## config.mk

```make
export PLATFORM = sky130hd
export DESIGN_NAME = third_order_extended_state_observer_core
export DESIGN_NICKNAME = d
export VERILOG_FILES = /design/src/sv/toeso_pkg.sv /design/src/sv/toeso_mul.sv /design/src/sv/third_order_extended_state_observer_core.sv
export VERILOG_INCLUDE_DIRS = /design/src /design/src/sv
export SDC_FILE = /design/constraint.sdc
export NUM_CORES = 2
export LEC_CHECK = 0
export ABC_AREA = 1
export BUFFER_PORTS_ARGS = -buffer_cell sky130_fd_sc_hd__buf_2
export CAP_MARGIN = 20
export CORE_MARGIN = 2
export CORE_UTILIZATION = 50
export DETAILED_ROUTE_END_ITERATION = 8
export PLACE_DENSITY = 0.66
export SETUP_SLACK_MARGIN = 0.05
export SYNTH_ARGS = -nofsm -noshare
export SYNTH_HDL_FRONTEND = slang
export SYNTH_SLANG_ARGS = --single-unit
```

## constraint.sdc

```tcl
create_clock -name clk -period 7.4 [get_ports clk]
set_input_delay 0.37 -clock clk [delete_from_list [all_inputs] [get_ports clk]]
set_output_delay 0.37 -clock clk [all_outputs]
set_load 0.1 [all_outputs]
```

## src/sv/third_order_extended_state_observer_core_defines.svh

```systemverilog
// Assertion macros shared by the observer core files.
`ifndef THIRD_ORDER_EXTENDED_STATE_OBSERVER_CORE_DEFINES_SVH
`define THIRD_ORDER_EXTENDED_STATE_OBSERVER_CORE_DEFINES_SVH

// Check cons in the same cycle as ante.
`define TOESO_ASSERT_NOW(label, ante, cons, msg) \
	label: assert property (@(posedge clk) disable iff (!arst_n) (ante) |-> (cons)) \
		else $error(msg);

// Check cons in the cycle after ante.
`define TOESO_ASSERT_NEXT(label, ante, cons, msg) \
	label: assert property (@(posedge clk) disable iff (!arst_n) (ante) |=> (cons)) \
		else $error(msg);

`endif

```

## src/sv/toeso_pkg.sv

```systemverilog
package toeso_pkg;

	localparam int DIG        = 4;
	localparam int MUL_AW     = 49;
	localparam int MUL_BW     = 60;
	localparam int MUL_PW     = MUL_AW + MUL_BW;
	localparam int SUM_W      = MUL_AW + DIG;
	localparam int CFG_DATA_W = 47;

	localparam int STEPS_GAIN = (20 + DIG - 1) / DIG;
	localparam int STEPS_G1   = (22 + DIG - 1) / DIG;
	localparam int STEPS_G2   = (42 + DIG - 1) / DIG;
	localparam int STEPS_G3   = (60 + DIG - 1) / DIG;
	localparam int STEPS_BU   = (32 + DIG - 1) / DIG;
	localparam int STEPS_DT   = (24 + DIG - 1) / DIG;

	localparam int SH_GAIN = MUL_BW - DIG * STEPS_GAIN;
	localparam int SH_G1   = MUL_BW - DIG * STEPS_G1 + 8;
	localparam int SH_G2   = MUL_BW - DIG * STEPS_G2 + 16;
	localparam int SH_G3   = MUL_BW - DIG * STEPS_G3 + 24;
	localparam int SH_BU   = MUL_BW - DIG * STEPS_BU + 8;
	localparam int SH_DT   = MUL_BW - DIG * STEPS_DT + 24;

	localparam int Q_W   = MUL_PW - SH_G3;
	localparam int CNT_W = $clog2(STEPS_G3);

	localparam logic [1:0] CFG_BANDWIDTH  = 2'd0;
	localparam logic [1:0] CFG_PLANT_GAIN = 2'd1;
	localparam logic [1:0] CFG_DIST_LIMIT = 2'd2;

	localparam logic [19:0]        BW_RST = 20'd25600;
	localparam logic signed [31:0] PG_RST = 32'sd65536;
	localparam logic [21:0]        G1_RST = 22'd76800;
	localparam logic [41:0]        G2_RST = 42'd1966080000;
	localparam logic [59:0]        G3_RST = 60'd16777216000000;

	localparam logic signed [47:0] S48_MAX = 48'sh7FFF_FFFF_FFFF;
	localparam logic signed [47:0] S48_MIN = 48'sh8000_0000_0000;

	typedef enum logic [2:0] {
		MOP_GAIN,
		MOP_G1,
		MOP_G2,
		MOP_G3,
		MOP_BU,
		MOP_DT
	} mul_op_t;

	typedef struct packed {
		logic              start;
		mul_op_t           op;
		logic              neg;
		logic [MUL_AW-1:0] a;
		logic [MUL_BW-1:0] b;
	} mul_req_t;

	typedef struct packed {
		logic              done;
		logic signed [47:0] prod;
		logic [MUL_BW-1:0] raw;
	} mul_rsp_t;

	typedef struct packed {
		logic               op;
		logic signed [31:0] measurement;
		logic signed [31:0] drive;
		logic [23:0]        elapsed_time;
	} in_item_t;

	typedef struct packed {
		logic signed [47:0] estimated_output;
		logic signed [47:0] estimated_rate;
		logic signed [47:0] estimated_disturbance;
		logic               updated;
	} out_item_t;

	function automatic logic [CNT_W-1:0] op_last_step(mul_op_t op);
		logic [CNT_W-1:0] n;
		unique case (op)
			MOP_GAIN: n = CNT_W'(STEPS_GAIN - 1);
			MOP_G1:   n = CNT_W'(STEPS_G1 - 1);
			MOP_G2:   n = CNT_W'(STEPS_G2 - 1);
			MOP_G3:   n = CNT_W'(STEPS_G3 - 1);
			MOP_BU:   n = CNT_W'(STEPS_BU - 1);
			MOP_DT:   n = CNT_W'(STEPS_DT - 1);
			default:  n = '0;
		endcase
		return n;
	endfunction

endpackage

```

## src/sv/toeso_mul.sv

```systemverilog
`include "third_order_extended_state_observer_core_defines.svh"

module toeso_mul
	import toeso_pkg::*;
(
	input  logic     clk,
	input  logic     arst_n,
	input  mul_req_t req,
	output mul_rsp_t rsp
);

	localparam logic [Q_W-1:0] LIM_NEG = {{(Q_W - 48){1'b0}}, 1'b1, 47'b0};
	localparam logic [Q_W-1:0] LIM_POS = {{(Q_W - 47){1'b0}}, {47{1'b1}}};

	logic [MUL_PW-1:0]  p_q;
	logic [MUL_AW-1:0]  a_q;
	mul_op_t            op_q;
	logic               neg_q;
	logic [CNT_W-1:0]   cnt_q;
	logic               busy_q;
	logic               fin_q;
	logic               done_q;
	logic signed [47:0] prod_q;
	logic [MUL_BW-1:0]  raw_q;

	logic [SUM_W-1:0]   sum;
	logic [Q_W-1:0]     q;
	logic [Q_W-1:0]     qc;
	logic               sticky;
	logic signed [47:0] prod;

	assign sum = {{DIG{1'b0}}, p_q[MUL_PW-1:MUL_BW]} + SUM_W'(a_q) * SUM_W'(p_q[DIG-1:0]);

	always_comb begin
		q      = '0;
		sticky = 1'b0;
		unique case (op_q)
			MOP_GAIN: begin
				q      = Q_W'(p_q >> SH_GAIN);
				sticky = |p_q[SH_GAIN-1:0];
			end
			MOP_G1: begin
				q      = Q_W'(p_q >> SH_G1);
				sticky = |p_q[SH_G1-1:0];
			end
			MOP_G2: begin
				q      = Q_W'(p_q >> SH_G2);
				sticky = |p_q[SH_G2-1:0];
			end
			MOP_G3: begin
				q      = Q_W'(p_q >> SH_G3);
				sticky = |p_q[SH_G3-1:0];
			end
			MOP_BU: begin
				q      = Q_W'(p_q >> SH_BU);
				sticky = |p_q[SH_BU-1:0];
			end
			MOP_DT: begin
				q      = Q_W'(p_q >> SH_DT);
				sticky = |p_q[SH_DT-1:0];
			end
			default: begin
				q      = '0;
				sticky = 1'b0;
			end
		endcase
		qc = q + Q_W'(neg_q & sticky);
		if (neg_q) begin
			prod = (qc > LIM_NEG) ? S48_MIN : -$signed(qc[47:0]);
		end else begin
			prod = (qc > LIM_POS) ? S48_MAX : $signed(qc[47:0]);
		end
	end

	always_ff @(posedge clk or negedge arst_n) begin
		if (!arst_n) begin
			p_q    <= '0;
			a_q    <= '0;
			op_q   <= MOP_GAIN;
			neg_q  <= 1'b0;
			cnt_q  <= '0;
			busy_q <= 1'b0;
			fin_q  <= 1'b0;
			done_q <= 1'b0;
			prod_q <= '0;
			raw_q  <= '0;
		end else begin
			fin_q  <= 1'b0;
			done_q <= fin_q;
			if (req.start) begin
				p_q    <= {{MUL_AW{1'b0}}, req.b};
				a_q    <= req.a;
				op_q   <= req.op;
				neg_q  <= req.neg;
				cnt_q  <= op_last_step(req.op);
				busy_q <= 1'b1;
			end else if (busy_q) begin
				p_q <= {sum, p_q[MUL_BW-1:DIG]};
				if (cnt_q == '0) begin
					busy_q <= 1'b0;
					fin_q  <= 1'b1;
				end else begin
					cnt_q <= cnt_q - 1'b1;
				end
			end
			if (fin_q) begin
				prod_q <= prod;
				raw_q  <= p_q[SH_GAIN +: MUL_BW];
			end
		end
	end

	assign rsp.done = done_q;
	assign rsp.prod = prod_q;
	assign rsp.raw  = raw_q;

	`TOESO_ASSERT_NOW(a_start_idle, req.start, !busy_q && !fin_q, "multiply started while busy")
	`TOESO_ASSERT_NEXT(a_fin_done, fin_q, done_q && !fin_q, "finish did not raise done once")
	`TOESO_ASSERT_NEXT(a_count_down, busy_q && !req.start && cnt_q != '0, busy_q && cnt_q == $past(cnt_q) - 1'b1, "digit counter skipped")

endmodule

```

## src/sv/third_order_extended_state_observer_core.sv

```systemverilog
// Channel   Direction  Handshake                 Payload
// item      in         item_valid / item_stall   in_item_t
// result    out        result_valid / result_stall out_item_t
// cfg       in         cfg_valid / cfg_ready     cfg_index, cfg_data
//
// An update request runs seven products in turn through one multiplier that consumes four
// bits of its second operand a cycle.
// Clear and zero-time requests skip the multiplier and go straight to the output step.
// A bandwidth write holds the block busy while the gains are rebuilt.
// Reset clears the estimates and loads the register and gain defaults.
// A stalled result holds in its register; the next request is taken meanwhile.
`include "third_order_extended_state_observer_core_defines.svh"

module third_order_extended_state_observer_core
	import toeso_pkg::*;
(
	input  logic                  clk,
	input  logic                  arst_n,
	input  logic                  item_valid,
	output logic                  item_stall,
	input  in_item_t              item,
	output logic                  result_valid,
	input  logic                  result_stall,
	output out_item_t             result,
	input  logic                  cfg_valid,
	output logic                  cfg_ready,
	input  logic [1:0]            cfg_index,
	input  logic [CFG_DATA_W-1:0] cfg_data
);

	typedef enum logic [12:0] {
		S_IDLE  = 13'b0000000000001,
		S_GSQ   = 13'b0000000000010,
		S_GCUBE = 13'b0000000000100,
		S_ERR   = 13'b0000000001000,
		S_MG1   = 13'b0000000010000,
		S_MG2   = 13'b0000000100000,
		S_MBU   = 13'b0000001000000,
		S_MG3   = 13'b0000010000000,
		S_MD1   = 13'b0000100000000,
		S_MD2   = 13'b0001000000000,
		S_MD3   = 13'b0010000000000,
		S_CLAMP = 13'b0100000000000,
		S_OUT   = 13'b1000000000000
	} state_t;

	localparam logic signed [49:0] SUM_MAX = 50'sh0_7FFF_FFFF_FFFF;
	localparam logic signed [49:0] SUM_MIN = 50'sh3_8000_0000_0000;

	function automatic logic signed [49:0] sx50(logic signed [47:0] v);
		return {{2{v[47]}}, v};
	endfunction

	function automatic logic signed [47:0] sat48(logic signed [49:0] x);
		if (x > SUM_MAX) return S48_MAX;
		if (x < SUM_MIN) return S48_MIN;
		return x[47:0];
	endfunction

	function automatic logic [47:0] mag48(logic signed [47:0] v);
		return v[47] ? (48'd0 - v) : v;
	endfunction

	function automatic mul_req_t mk_req(mul_op_t op, logic [MUL_AW-1:0] a,
			logic [MUL_BW-1:0] b, logic neg);
		mul_req_t r;
		r.start = 1'b1;
		r.op    = op;
		r.neg   = neg;
		r.a     = a;
		r.b     = b;
		return r;
	endfunction

	state_t             state_q;
	logic [19:0]        bw_q;
	logic signed [31:0] pg_q;
	logic [46:0]        lim_q;
	logic [21:0]        g1_q;
	logic [41:0]        g2_q;
	logic [59:0]        g3_q;
	logic signed [47:0] z1_q;
	logic signed [47:0] z2_q;
	logic signed [47:0] z3_q;
	logic signed [48:0] e_q;
	logic signed [31:0] drive_q;
	logic [23:0]        dt_q;
	logic signed [47:0] d1_q;
	logic signed [47:0] d2_q;
	logic signed [47:0] d3_q;
	logic               upd_q;
	mul_req_t           mreq_q;
	mul_rsp_t           mrsp;
	logic               result_valid_q;
	out_item_t          result_q;

	logic               item_fire;
	logic               cfg_fire;
	logic [48:0]        e_mag;
	logic [31:0]        pg_mag;
	logic [31:0]        drive_mag;
	logic signed [47:0] lim_s;
	logic [39:0]        sq;

	assign cfg_ready  = (state_q == S_IDLE);
	assign item_stall = (state_q != S_IDLE) || cfg_valid;
	assign cfg_fire   = cfg_valid && cfg_ready;
	assign item_fire  = item_valid && !item_stall;

	assign e_mag     = e_q[48] ? (49'd0 - e_q) : e_q;
	assign pg_mag    = pg_q[31] ? (32'd0 - pg_q) : pg_q;
	assign drive_mag = drive_q[31] ? (32'd0 - drive_q) : drive_q;
	assign lim_s     = $signed({1'b0, lim_q});
	assign sq        = mrsp.raw[39:0];

	toeso_mul u_mul (
		.clk    (clk),
		.arst_n (arst_n),
		.req    (mreq_q),
		.rsp    (mrsp)
	);

	always_ff @(posedge clk or negedge arst_n) begin
		if (!arst_n) begin
			state_q        <= S_IDLE;
			bw_q           <= BW_RST;
			pg_q           <= PG_RST;
			lim_q          <= '0;
			g1_q           <= G1_RST;
			g2_q           <= G2_RST;
			g3_q           <= G3_RST;
			z1_q           <= '0;
			z2_q           <= '0;
			z3_q           <= '0;
			e_q            <= '0;
			drive_q        <= '0;
			dt_q           <= '0;
			d1_q           <= '0;
			d2_q           <= '0;
			d3_q           <= '0;
			upd_q          <= 1'b0;
			mreq_q         <= '0;
			result_valid_q <= 1'b0;
			result_q       <= '0;
		end else begin
			mreq_q.start <= 1'b0;
			if (result_valid_q && !result_stall) begin
				result_valid_q <= 1'b0;
			end
			unique case (state_q)
				S_IDLE: begin
					if (cfg_fire) begin
						unique case (cfg_index)
							CFG_BANDWIDTH: begin
								bw_q    <= cfg_data[19:0];
								g1_q    <= {2'b0, cfg_data[19:0]} + {1'b0, cfg_data[19:0], 1'b0};
								mreq_q  <= mk_req(MOP_GAIN, MUL_AW'(cfg_data[19:0]),
										MUL_BW'(cfg_data[19:0]), 1'b0);
								state_q <= S_GSQ;
							end
							CFG_PLANT_GAIN: pg_q  <= $signed(cfg_data[31:0]);
							CFG_DIST_LIMIT: lim_q <= cfg_data[46:0];
							default: ;
						endcase
					end else if (item_fire) begin
						upd_q   <= 1'b0;
						state_q <= S_OUT;
						if (item.op) begin
							z1_q <= '0;
							z2_q <= '0;
							z3_q <= '0;
						end else if (item.elapsed_time != '0) begin
							e_q     <= $signed({z1_q[47], z1_q})
								- $signed({{9{item.measurement[31]}}, item.measurement, 8'b0});
							drive_q <= item.drive;
							dt_q    <= item.elapsed_time;
							upd_q   <= 1'b1;
							state_q <= S_ERR;
						end
					end
				end
				S_GSQ: begin
					if (mrsp.done) begin
						g2_q    <= {2'b0, sq} + {1'b0, sq, 1'b0};
						mreq_q  <= mk_req(MOP_GAIN, MUL_AW'(sq), MUL_BW'(bw_q), 1'b0);
						state_q <= S_GCUBE;
					end
				end
				S_GCUBE: begin
					if (mrsp.done) begin
						g3_q    <= mrsp.raw;
						state_q <= S_IDLE;
					end
				end
				S_ERR: begin
					mreq_q  <= mk_req(MOP_G1, e_mag, MUL_BW'(g1_q), e_q[48]);
					state_q <= S_MG1;
				end
				S_MG1: begin
					if (mrsp.done) begin
						d1_q    <= sat48(sx50(z2_q) - sx50(mrsp.prod));
						mreq_q  <= mk_req(MOP_G2, e_mag, MUL_BW'(g2_q), e_q[48]);
						state_q <= S_MG2;
					end
				end
				S_MG2: begin
					if (mrsp.done) begin
						d2_q    <= mrsp.prod;
						mreq_q  <= mk_req(MOP_BU, MUL_AW'(pg_mag), MUL_BW'(drive_mag),
								pg_q[31] ^ drive_q[31]);
						state_q <= S_MBU;
					end
				end
				S_MBU: begin
					if (mrsp.done) begin
						d2_q    <= sat48(sx50(z3_q) - sx50(d2_q) + sx50(mrsp.prod));
						mreq_q  <= mk_req(MOP_G3, e_mag, g3_q, e_q[48]);
						state_q <= S_MG3;
					end
				end
				S_MG3: begin
					if (mrsp.done) begin
						d3_q    <= sat48(-sx50(mrsp.prod));
						mreq_q  <= mk_req(MOP_DT, MUL_AW'(mag48(d1_q)), MUL_BW'(dt_q), d1_q[47]);
						state_q <= S_MD1;
					end
				end
				S_MD1: begin
					if (mrsp.done) begin
						z1_q    <= sat48(sx50(z1_q) + sx50(mrsp.prod));
						mreq_q  <= mk_req(MOP_DT, MUL_AW'(mag48(d2_q)), MUL_BW'(dt_q), d2_q[47]);
						state_q <= S_MD2;
					end
				end
				S_MD2: begin
					if (mrsp.done) begin
						z2_q    <= sat48(sx50(z2_q) + sx50(mrsp.prod));
						mreq_q  <= mk_req(MOP_DT, MUL_AW'(mag48(d3_q)), MUL_BW'(dt_q), d3_q[47]);
						state_q <= S_MD3;
					end
				end
				S_MD3: begin
					if (mrsp.done) begin
						z3_q    <= sat48(sx50(z3_q) + sx50(mrsp.prod));
						state_q <= S_CLAMP;
					end
				end
				S_CLAMP: begin
					if (lim_q != '0) begin
						if (z3_q > lim_s) begin
							z3_q <= lim_s;
						end else if (z3_q < -lim_s) begin
							z3_q <= -lim_s;
						end
					end
					state_q <= S_OUT;
				end
				S_OUT: begin
					if (!result_valid_q || !result_stall) begin
						result_q.estimated_output      <= z1_q;
						result_q.estimated_rate        <= z2_q;
						result_q.estimated_disturbance <= z3_q;
						result_q.updated               <= upd_q;
						result_valid_q                 <= 1'b1;
						state_q                        <= S_IDLE;
					end
				end
				default: state_q <= S_IDLE;
			endcase
		end
	end

	assign result_valid = result_valid_q;
	assign result       = result_q;

	`TOESO_ASSERT_NEXT(a_item_busy, item_valid && !item_stall, state_q != S_IDLE, "accepted request left the sequencer idle")
	`TOESO_ASSERT_NOW(a_done_waited, mrsp.done, state_q == S_GSQ || state_q == S_GCUBE || state_q == S_MG1 || state_q == S_MG2 || state_q == S_MBU || state_q == S_MG3 || state_q == S_MD1 || state_q == S_MD2 || state_q == S_MD3, "product arrived with no step waiting")
	`TOESO_ASSERT_NOW(a_result_from_out, $rose(result_valid_q), $past(state_q) == S_OUT, "result raised outside the output step")

endmodule
```

==> implementation parameters <==
Parameter                              Value

Synthesis
  Synthesized area per cell ... 6.80 um^2
  Distinct cells, synth ... 74
  Share of async-settable or async-resettable flops after synthesis ... 1.00
  Count of flip-flops with a built-in enable after synthesis ... 0
  Post-synthesis cell area ... 98200 um^2
  Fraction of synthesized cell area taken by the top area cell type ... 0.291
  Synth Register Bits ... 1166
  Synth Net Count ... 15300
  Leading post-synthesis cells by cell area ... dfrtp_1, nand2_1, inv_1
  Main synth FF type ... dfrtp_1
  Yosys warning count ... 0
  Post-synth top area cell ... dfrtp_1
  Cells after synthesis ... 14400
  Portion of the post-synthesis area used by sequential elements ... 0.297

Placement
  Setup WS pre-CTS ... 1.44 ns
  Routability congestion estimate ... 1.09
  Port Buffer Count ... 290
  Post-placement cell count ... 17000
  DP HPWL ... 337 mm
  Cell area reported after detailed placement ... 102000 um^2

STA
  Final setup vio count ... 0
  Setup repair after global routing missed its margin ... no
  Part of the cycle the worst path needs ... 0.825
  Maximum achievable frequency ... 0.164 GHz
  Remaining max-slew budget at the tightest pin ... 0.216
  Max-slew violation count ... 0
  Transition at the pin with the smallest max-transition slack ... 1.18 ns
  Time the worst path needs with I/O delays and setup ... 6.10 ns
  Final number of hold-violating endpoints ... 0
  Final setup margin ... 1.30 ns
  Final setup TNS ... 0 ns
  Worst clock skew on the final layout ... 0.0673 ns

Die
  Core area ... 195000 um^2
  Std cell rows ... 162
  Area of the die ... 200000 um^2
  DIE WIDTH ... 447 um
  Effective utilization at floorplan ... 0.504
  Top-level port count ... 291
  Height of the die ... 447 um

Flow run
  Max_cap viols ... 0

Route
  Post-Route WL ... 432 mm
  Number of DRC violations after detailed-routing iteration 0 ... 12400
  Drt wl/cell ... 24.9 um
  Vias ... 102000
  Post-detailed-route DRC marker count ... 0
  Remaining antenna violation count ... 0
  Number of vias per cell ... 5.90
  Length of the first detailed-routing pass in iterations ... 8

Global route
  Total GRT Usage ... 0.424
  Maximum number of pins on one net before global-route repair ... 195
  Overall overflow remaining after global route ... 0
  Number of antenna violations at the first check in global routing ... 26
  First-pass GRT wire length ... 627 mm
  Number of global-route vias before repair ... 94500

Finish
  Filler instances ... 19600
  Post-route standard cell area excluding fillers ... 108000 um^2
  Final standard cell count with taps included and fillers excluded ... 17400
  P&R area growth vs syn ... 10.1%
  Finished Core Util ... 0.554
  Layout cells sized above 1 ... 0.0662
  Net total in the final layout ... 15500

Setup path
  Type of the worst setup path ... reg2reg
  Type of destination of the critical path ... flop
  Slowest cell on the critical path ... dfrtp_4
  Worst-path fanout max ... 64
  Worst Path Required ... 8.14 ns
  Slowest cell delay on critical path ... 0.73 ns
  Startpoint type of the worst setup path ... flop
  Data arrival time of the critical path ... 6.85 ns
  Critical path's most frequent cell ... nand2_1

Clock network
  Clock slew at the register clock pins of the worst setup and hold paths ... 0.06 ns
  Clock tree buffer depth ... 3
  H-tree levels ... 4
  Post-CTS setup-driven buffer insertion count ... 0
  Cts bufs inserted ... 137
  Clock sinks ... 1166
  CTS root buf ... clkbuf_16
  CTS tree ... built
  Clock latency on the worst-skew pair ... 0.86 ns
  Number of gates given a new drive strength after cts ... 0

Worst hold path
  Classification of the worst-slack hold path ... in2async

Power
  Maximum vdd ir drop ... 0.487 mV
  Power density over the cells ... 426 nW/um^2
  Static Leak ... 0.0552 uW

Outcome
  Status ... finished, final reports clean
[routing by layer]
layer	routed length (um)	part of all wire	GRT usage
met1	170000	0.39	0.549
met2	183000	0.42	0.632
met3	45600	0.11	0.0977
met4	33200	0.077	0.276
met5	105	0.00024	0
[critical path, delay by kind of cell, from the launching register on]
| family | cells | cell delay (ns) |
|---|---|---|
| fa+ha+maj | 2 | 0.52 |
| compound gates | 3 | 0.64 |
| buf+inv | 3 | 0.75 |
| flops | 1 | 0.73 |
| simple gates | 17 | 3.34 |
[where the power goes]
group,internal (uW),switching [uW]
Combinational,7380,20100
Clock,4230,3110
Sequential,8270,3020
[sequential cells by signal (all words and copies together), names as in the netlist, 49 cells and up]
| name | cells |
|---|---|
| g3_q | 60 |
| result | 145 |
| u_mul.raw_q | 60 |
| mreq_q | 114 |
| e_q | 49 |
| u_mul.a_q | 49 |
| u_mul.p_q | 109 |
[through the flow]
stage / hold slack, ns / total power [uW]
final: 0.0270 / 46100
after global routing: 0.0311 / 48600
after floorplan: 0.0744 / 28200
after global placement: 0.378 / 37700
after detailed placement: 0.376 / 37700
after CTS: 0.00126 / 45200
[layout by cell type (no fill, tap or decap), types with 137 or more instances in the layout]
cell type / count
dfrtp_1: 1137
clkbuf_16: 137
xor2_1: 386
nor2_1: 1338
fa_1: 197
inv_1: 1943
nand3_1: 689
o21ai_0: 1158
a31oi_1: 138
nor3_1: 179
nand2_1: 3818
nand4_1: 212
buf_4: 172
ha_1: 512
a21oi_1: 883
buf_2: 290
[cell families after synthesis]
group | after synthesis | share of synthesized area
AO/OA/AOI/OAI | 2934 | 0.173
XOR/XNOR | 511 | 0.0458
adder cells (fa/ha/maj) | 709 | 0.105
buffers and inverters | 2538 | 0.101
flip-flops | 1166 | 0.297
multiplexers | 16 | 0.00183
AND/OR/NAND/NOR | 6561 | 0.276
[cells in the mapped netlist (23+ instances only)]
master and count:
a22o_1 26, inv_1 1949, nor2_2 54, nand4_1 212, buf_4 24, fa_1 197, o2111ai_1 45, dfstp_2 23
xnor2_1 122, nand3_1 693, xor2_1 386, a22oi_1 80, ha_1 512, buf_1 27, buf_2 71, nor2_1 1346
o21ai_0 1158, nor3_1 185, a21boi_0 71, o21ai_2 25, a21oi_1 884, o22ai_1 84, nand2_1 3821, a31oi_1 138
a221oi_1 31, a21o_1 26, o221ai_1 77, clkbuf_1 410, or2_2 50, o31ai_1 26, o21a_1 54, o211ai_1 106
nand2_2 27, nor4_1 107, dfrtp_1 1143
[path summary, 6_finish.rpt]
| path | cells after the start | end | slack [ns] | from |
|---|---|---|---|---|
| max in group asynchronous | 4 | u_mul.p_q[27] | 5.10 | arst_n |
| worst min register to register | 1 | u_mul.fin_q | 0.43 | u_mul.cnt_q[3] |
| worst max register to register | 25 | u_mul.prod_q[25] | 1.30 | u_mul.op_q[0] |
| worst min-delay path | 2 | lim_q[41] | 0.03 | arst_n |
| min in group clk | 4 | upd_q | 0.04 | item_valid |
| worst max-delay path | 25 | u_mul.prod_q[25] | 1.30 | u_mul.op_q[0] |
[area by class of cell]
| cell class | instances | area (um^2) | area share |
|---|---|---|---|
| Inverter | 1984 | 7450 | 0.0689 |
| Antenna cell | 23 | 57.6 | 0.000532 |
| Sequential cell | 1166 | 29200 | 0.270 |
| Timing Repair Buffer | 578 | 3980 | 0.0369 |
| Clock inverter | 60 | 986 | 0.00912 |
| Clock buffer | 186 | 3870 | 0.0358 |
| Multi-Input combinational cell | 10700 | 59200 | 0.548 |
| Tap cell | 2624 | 3280 | 0.0304 |
[what timing repair did]
| action | in CTS | in global routing |
|---|---|---|
| setup endpoints to repair | 0 | 0 |
| hold buffers | 105 | 0 |
| hold endpoints to repair | 222 | 0 |
Note: power is estimated with default switching activity, not from simulation.
